==> src/rtl/nlpr_pkg.sv <==
// ----------------------------------------------------------------------------
// Nonlinear phase rotation package
// Shared types, register codes and constants of the phase rotation block.
// ----------------------------------------------------------------------------
package nlpr_pkg;

  localparam int CFG_AW = 5;

  typedef enum logic [2:0] {
    REG_X_START   = 3'd0,
    REG_Y_START   = 3'd1,
    REG_X_SPACING = 3'd2,
    REG_Y_SPACING = 3'd3,
    REG_COEFF_X   = 3'd4,
    REG_COEFF_Y   = 3'd5,
    REG_G         = 3'd6,
    REG_DT        = 3'd7
  } reg_idx_t;

  localparam logic [34:0] TWO_PI_Q32  = 35'd26986075409;
  localparam logic signed [31:0] TWO_PI_Q28  = 32'sd1686629713;
  localparam logic signed [31:0] PI_Q28      = 32'sd843314857;
  localparam logic signed [31:0] HALF_PI_Q28 = 32'sd421657428;
  localparam logic signed [31:0] GAIN_Q30    = 32'sd652032874;
  localparam int TABLE_LEN = 24;

  // CORDIC working word: sample times 2^8 plus growth headroom.
  localparam int CW = 28;

  typedef struct packed {
    logic signed [CW-1:0] x;
    logic signed [CW-1:0] y;
    logic signed [31:0]   a;
  } cordic_vec_t;

  function automatic logic signed [31:0] atan_q28(input int i);
    logic signed [31:0] t;
    case (i)
      0: t = 32'sd210828714;  1: t = 32'sd124459457;  2: t = 32'sd65760959;
      3: t = 32'sd33381290;   4: t = 32'sd16755422;   5: t = 32'sd8385879;
      6: t = 32'sd4193963;    7: t = 32'sd2097109;    8: t = 32'sd1048571;
      9: t = 32'sd524287;     10: t = 32'sd262144;    11: t = 32'sd131072;
      12: t = 32'sd65536;     13: t = 32'sd32768;     14: t = 32'sd16384;
      15: t = 32'sd8192;      16: t = 32'sd4096;      17: t = 32'sd2048;
      18: t = 32'sd1024;      19: t = 32'sd512;       20: t = 32'sd256;
      21: t = 32'sd128;       22: t = 32'sd64;        default: t = 32'sd32;
    endcase
    return t;
  endfunction

endpackage

==> src/rtl/nlpr_cordic_cell.sv <==
// ----------------------------------------------------------------------------
// CORDIC cell
// One rotation micro-step; registers the vector and hands it to the next cell.
// ----------------------------------------------------------------------------
module nlpr_cordic_cell
  import nlpr_pkg::*;
#(
  parameter int STEP = 0
) (
  input  logic        clk,
  input  logic        en,
  input  cordic_vec_t vin,
  output cordic_vec_t vout
);

  cordic_vec_t vout_r, vout_nxt;
  logic signed [CW-1:0] dx, dy;

  // Rotate toward zero residual angle.
  always_comb begin
    dx = vin.x >>> STEP;
    dy = vin.y >>> STEP;
    if (!vin.a[31]) begin
      vout_nxt.x = vin.x - dy;
      vout_nxt.y = vin.y + dx;
      vout_nxt.a = vin.a - atan_q28(STEP);
    end else begin
      vout_nxt.x = vin.x + dy;
      vout_nxt.y = vin.y - dx;
      vout_nxt.a = vin.a + atan_q28(STEP);
    end
  end

  always_ff @(posedge clk) begin
    if (en) begin
      vout_r <= vout_nxt;
    end
  end

  assign vout = vout_r;

endmodule

==> config.mk <==
export PLATFORM = sky130hd
export DESIGN_NAME = nlpr_cordic_cell
export DESIGN_NICKNAME = d
export VERILOG_FILES = /design/src/rtl/nlpr_pkg.sv /design/src/rtl/nlpr_cordic_cell.sv
export SDC_FILE = /design/constraint.sdc
export NUM_CORES = 1
export LEC_CHECK = 0
export BUFFER_PORTS_ARGS = -buffer_cell sky130_fd_sc_hd__buf_2
export CAP_MARGIN = 20
export CORE_MARGIN = 5
export CORE_UTILIZATION = 28
export DETAILED_ROUTE_END_ITERATION = 8
export PLACE_DENSITY = 0.53
export SYNTH_ARGS = -nofsm -noshare
export SYNTH_HDL_FRONTEND = slang
export SYNTH_SLANG_ARGS = --single-unit
export TNS_END_PERCENT = 100
==> constraint.sdc <==
create_clock -name clk -period 4.92 [get_ports clk]
set_input_delay 0.738 -clock clk [delete_from_list [all_inputs] [get_ports clk]]
set_output_delay 0.738 -clock clk [all_outputs]
set_load 0.01 [all_outputs]
Yosys cells after proc, flatten, opt, wreduce, memory -nomap -nowiden --
Cells that the tools add are included.
Word-level totals: logic and storage cells 9, output and inout port bits 88, input port bits 90, bits in registers 88
Cells by class: multiplexer cells 1, add/sub/neg operators 5
Operators by type and width (number):
- two-way mux 88 bit | 1
- subtractor 28 bit | 2
- adder 32 x 29 -> 32 bit (second input constant) | 1
- subtractor 32 x 29 -> 32 bit (second input constant) | 1
- adder 28 bit | 1

Longest topological paths before layout --
depth after elaboration 2, mapped depth 15, depth with buffers taken out 12

Least setup slack after synthesis --
OpenSTA, ideal clock, no wires.
kind input to register, from in vin[31] in the netlist's numbering, to reg vout_r, in the netlist vout[29] (data pin), path buffers 3, library setup time 272 ps, arrival time 3874 ps, setup slack 773 ps, data required time 4648 ps, stages on the path 14, cell sequence clkbuf_1 > inv_1 > clkbuf_1 > clkbuf_1 > ha_1 > o21a_1 > o31a_1 > o31ai_2 > o22ai_1 > a211oi_2 > o211ai_1 > a41oi_1 > a211oi_1 > xor2_1
RTL lines:
- start: declaration | line nlpr_cordic_cell.sv:12 | input cordic_vec_t vin,
- end signal: assignment | line nlpr_cordic_cell.sv:36 | vout_r <= vout_nxt;
- end: declaration | line nlpr_cordic_cell.sv:16 | cordic_vec_t vout_r, vout_nxt;

==> impl_metrics.py <==
metrics = {
    "global_routing": {
        "grt_pass1_vias": 7264,
        "grt-ovfl-total": 0,
        "grt_use_total_pct": 14.89,
        "grt_pass1_wl_um": 40200,
        "grt_start_max_net_pins": 57,
        "antenna_found_initial": 0,
    },
    "timing": {
        "setup_viol": 0,
        "rsz0062_at_grt": "false",
        "hold_violations": 0,
        "worstMarginPinSlew_ns": 0.7517,
        "period_minus_slack_ns": 3.699,
        "slew_viol_final": 0,
        "fin_crit_sh_pct": 75.18,
        "relSlewSlack_pct": 49.89,
        "setup_slack_ns": 1.221,
        "tns_ns": 0,
        "fmax_ghz": 0.2703,
    },
    "placed_design": {
        "dp.cells": 1504,
        "place.gp.congestion": 0.8955,
        "io_buffers": 177,
        "hpwlAfterDp_um": 21620,
        "dp_slack_ns": 0.9144,
    },
    "setup_path": {
        "critPathMaxStageDelay_ns": 0.41,
        "required_ns": 4.99,
        "crit_chain": "buf_2, ha_1, inv_1, fa_1, o21ba_2, or4_1, o211a_2, o31ai_1, nand3_1, nor3_1, or4_1, a221oi_1, xnor2_1",
        "start_kind": "input port",
        "end_kind": "flop",
        "crit_arrival_ns": 3.77,
        "cp_max_fo": 4,
        "cp-startpoint": "vin[32]",
        "crit_buf_inv": 2,
        "cp_top_family": "simple AND/OR/NAND/NOR gates",
        "crit_type": "in2reg",
        "critPathMostFrequentCell": "or4_1",
        "cp_slowest_cell": "fa_1",
    },
    "layout": {
        "multi_input_area_sq_um": 5384,
        "diodes": 0,
        "seqCellArea_sq_um": 2613,
        "num-nets-final": 1323,
        "largest_register_ffs": 87,
        "instances_no_fill": 1519,
        "fill_cells": 3236,
        "area_growth_pct": 17.72,
        "drive_gt1_share_pct": 19.32,
    },
    "routing": {
        "vias": 7646,
        "ant_nets": 0,
        "dr.pass1.iters": 5,
        "drcViolationCount": 0,
        "drt_iter0_drc": 618,
        "wl_per_cell_um": 17.43,
        "drt_wl_total_um": 26470,
        "drt-vias-per-instance": 5.034,
    },
    "clock_network": {
        "post_cts_resized": 0,
        "clock_sinks": 87,
        "clockRootBuffer": "clkbuf_16",
        "hold_buffers": 0,
        "cts_buffers": 9,
        "cts_tree": "yes",
        "post_cts_buffers": 0,
        "cts_buffer_depth": 2,
        "cts.clk_slew.worst_paths_ns": 0.07,
        "htreeDepth": 3,
    },
    "synthesis": {
        "synth_top_cell_by_area": "edfxtp_1",
        "yosysWarnings": 0,
        "synth-edff-count": 87,
        "synth.avg_cell_area_sq_um": 8.764,
        "synth.distinct_cells": 70,
        "synth_area_sq_um": 8544,
        "synth-main-ff-cell": "edfxtp_1",
        "syn_nets": 1179,
        "synthCells": 975,
        "ys_ff_latch": 87,
        "synth_area_leaders": "edfxtp_1, ha_1, xnor2_1",
        "async_reset_ff_share_pct": 0,
        "seq_area_frac_synth_pct": 30.58,
        "synth_top_area_share_pct": 30.58,
    },
    "floorplan": {
        "pin_count": 178,
        "die_area_sq_um": 34110,
        "coreArea_sq_um": 30350,
        "die_h_um": 184.7,
        "start_util_pct": 28.15,
        "fp-row-count": 64,
        "die_x_um": 184.7,
    },
    "power": {
        "p_leak_nw": 4.459,
        "p_total_mw": 2.788,
        "p_per_area_nw_per_um2": 277.1,
        "ir_drop_mv": 0.1474,
    },
    "run": {
        "cap_violations": 0,
    },
    "min_path": {
        "hold_path.startpoint": "vin[0]",
        "hp-class": "in2reg",
    },
    "run_status": {
        "status": "finished, final reports clean",
    },
}
-- Yosys cell counts, types with 8 or more instances --
| library cell | n |
|---|---|
| o31ai_1 | 9 |
| ha_1 | 110 |
| o21ai_0 | 59 |
| o21bai_1 | 11 |
| xor2_1 | 16 |
| mux2i_1 | 16 |
| inv_1 | 88 |
| buf_1 | 9 |
| nor3_1 | 24 |
| a31oi_1 | 9 |
| a211oi_1 | 13 |
| nor2b_1 | 18 |
| clkbuf_1 | 30 |
| xnor2_1 | 62 |
| nand3_1 | 18 |
| nand4_1 | 12 |
| nand2_1 | 61 |
| edfxtp_1 | 87 |
| nor2_1 | 61 |
| a21o_1 | 27 |
| nand2b_1 | 8 |
| a21oi_1 | 108 |
| buf_2 | 9 |
-- final cells by class --
type / instances / area share, %
Clock buffer: 9 / 2.239
Clock inverter: 6 / 0.6966
Inverter: 90 / 3.359
Tap cell: 396 / 4.926
Sequential cell: 87 / 25.97
Timing Repair Buffer: 183 / 9.280
Multi-Input combinational cell: 748 / 53.53
-- cell families after synthesis --
group	share of synthesized area, %
AOI/OAI and AO/OA	22.90
xor gates and xnor gates	7.995
adders and majority gates	17.04
buffers and inverters	6.414
DFF	30.58
muxes	2.006
and+or+nand+nor	13.06
-- layout by cell type (no fill, tap or decap), types with 4 or more instances in the layout --
cell	Yosys	layout
buf_2	9	176
ha_1	110	110
a21oi_1	108	108
inv_1	88	88
edfxtp_1	87	87
xnor2_1	62	62
nand2_1	61	61
nor2_1	61	61
o21ai_0	59	59
a21o_1	27	27
nor3_1	24	24
nand3_1	18	18
nor2b_1	18	18
xor2_1	16	16
mux2i_1	16	16
a211oi_1	13	13
nand4_1	12	12
o21bai_1	11	11
a31oi_1	9	9
o31ai_1	9	9
clkbuf_16	0	9
nand2b_1	8	8
buf_4	1	7
o21a_1	6	6
or3_1	6	6
o31a_1	5	5
a2111oi_0	5	5
a41oi_1	5	5
and2_1	5	5
or4_1	5	5
nor4_1	5	5
a211o_1	4	4
fa_1	4	4
-- routing by layer --
| layer | track usage, % | up-vias | wire length, um | share of wire (%) |
|---|---|---|---|---|
| li1 | - | 3790 | - | - |
| met1 | 20.58 | 3612 | 12340 | 47 |
| met2 | 24.18 | 214 | 12170 | 46 |
| met3 | 2.171 | 30 | 1408 | 5.3 |
| met4 | 4.492 | 0 | 556 | 2.1 |
| met5 | 0 | - | 0 | 0 |
-- through the flow --
stage	instance area, sq um	util, %	hold WS [ns]
final	10060	33.14	0.5623
after global routing	10060	33.14	0.5494
after CTS	10060	33.14	0.5414
after detailed placement	9763	32.17	0.9192
after global placement	9763	32.17	0.9139
after floorplan	8544	-	0.8369
-- worst paths after layout --
path,endpoint,depth (start not counted)
setup / recovery,vout[84],13
hold / removal,vout[0],1
-- report_power, final --
group          switching (mW)  leakage, nW  total, mW  internal [mW]
Combinational           0.652         3.47       1.07          0.417
Sequential             0.0363        0.852       1.02          0.984
Clock                   0.303        0.135      0.698          0.394
Power figures use the tool's default switching activity.
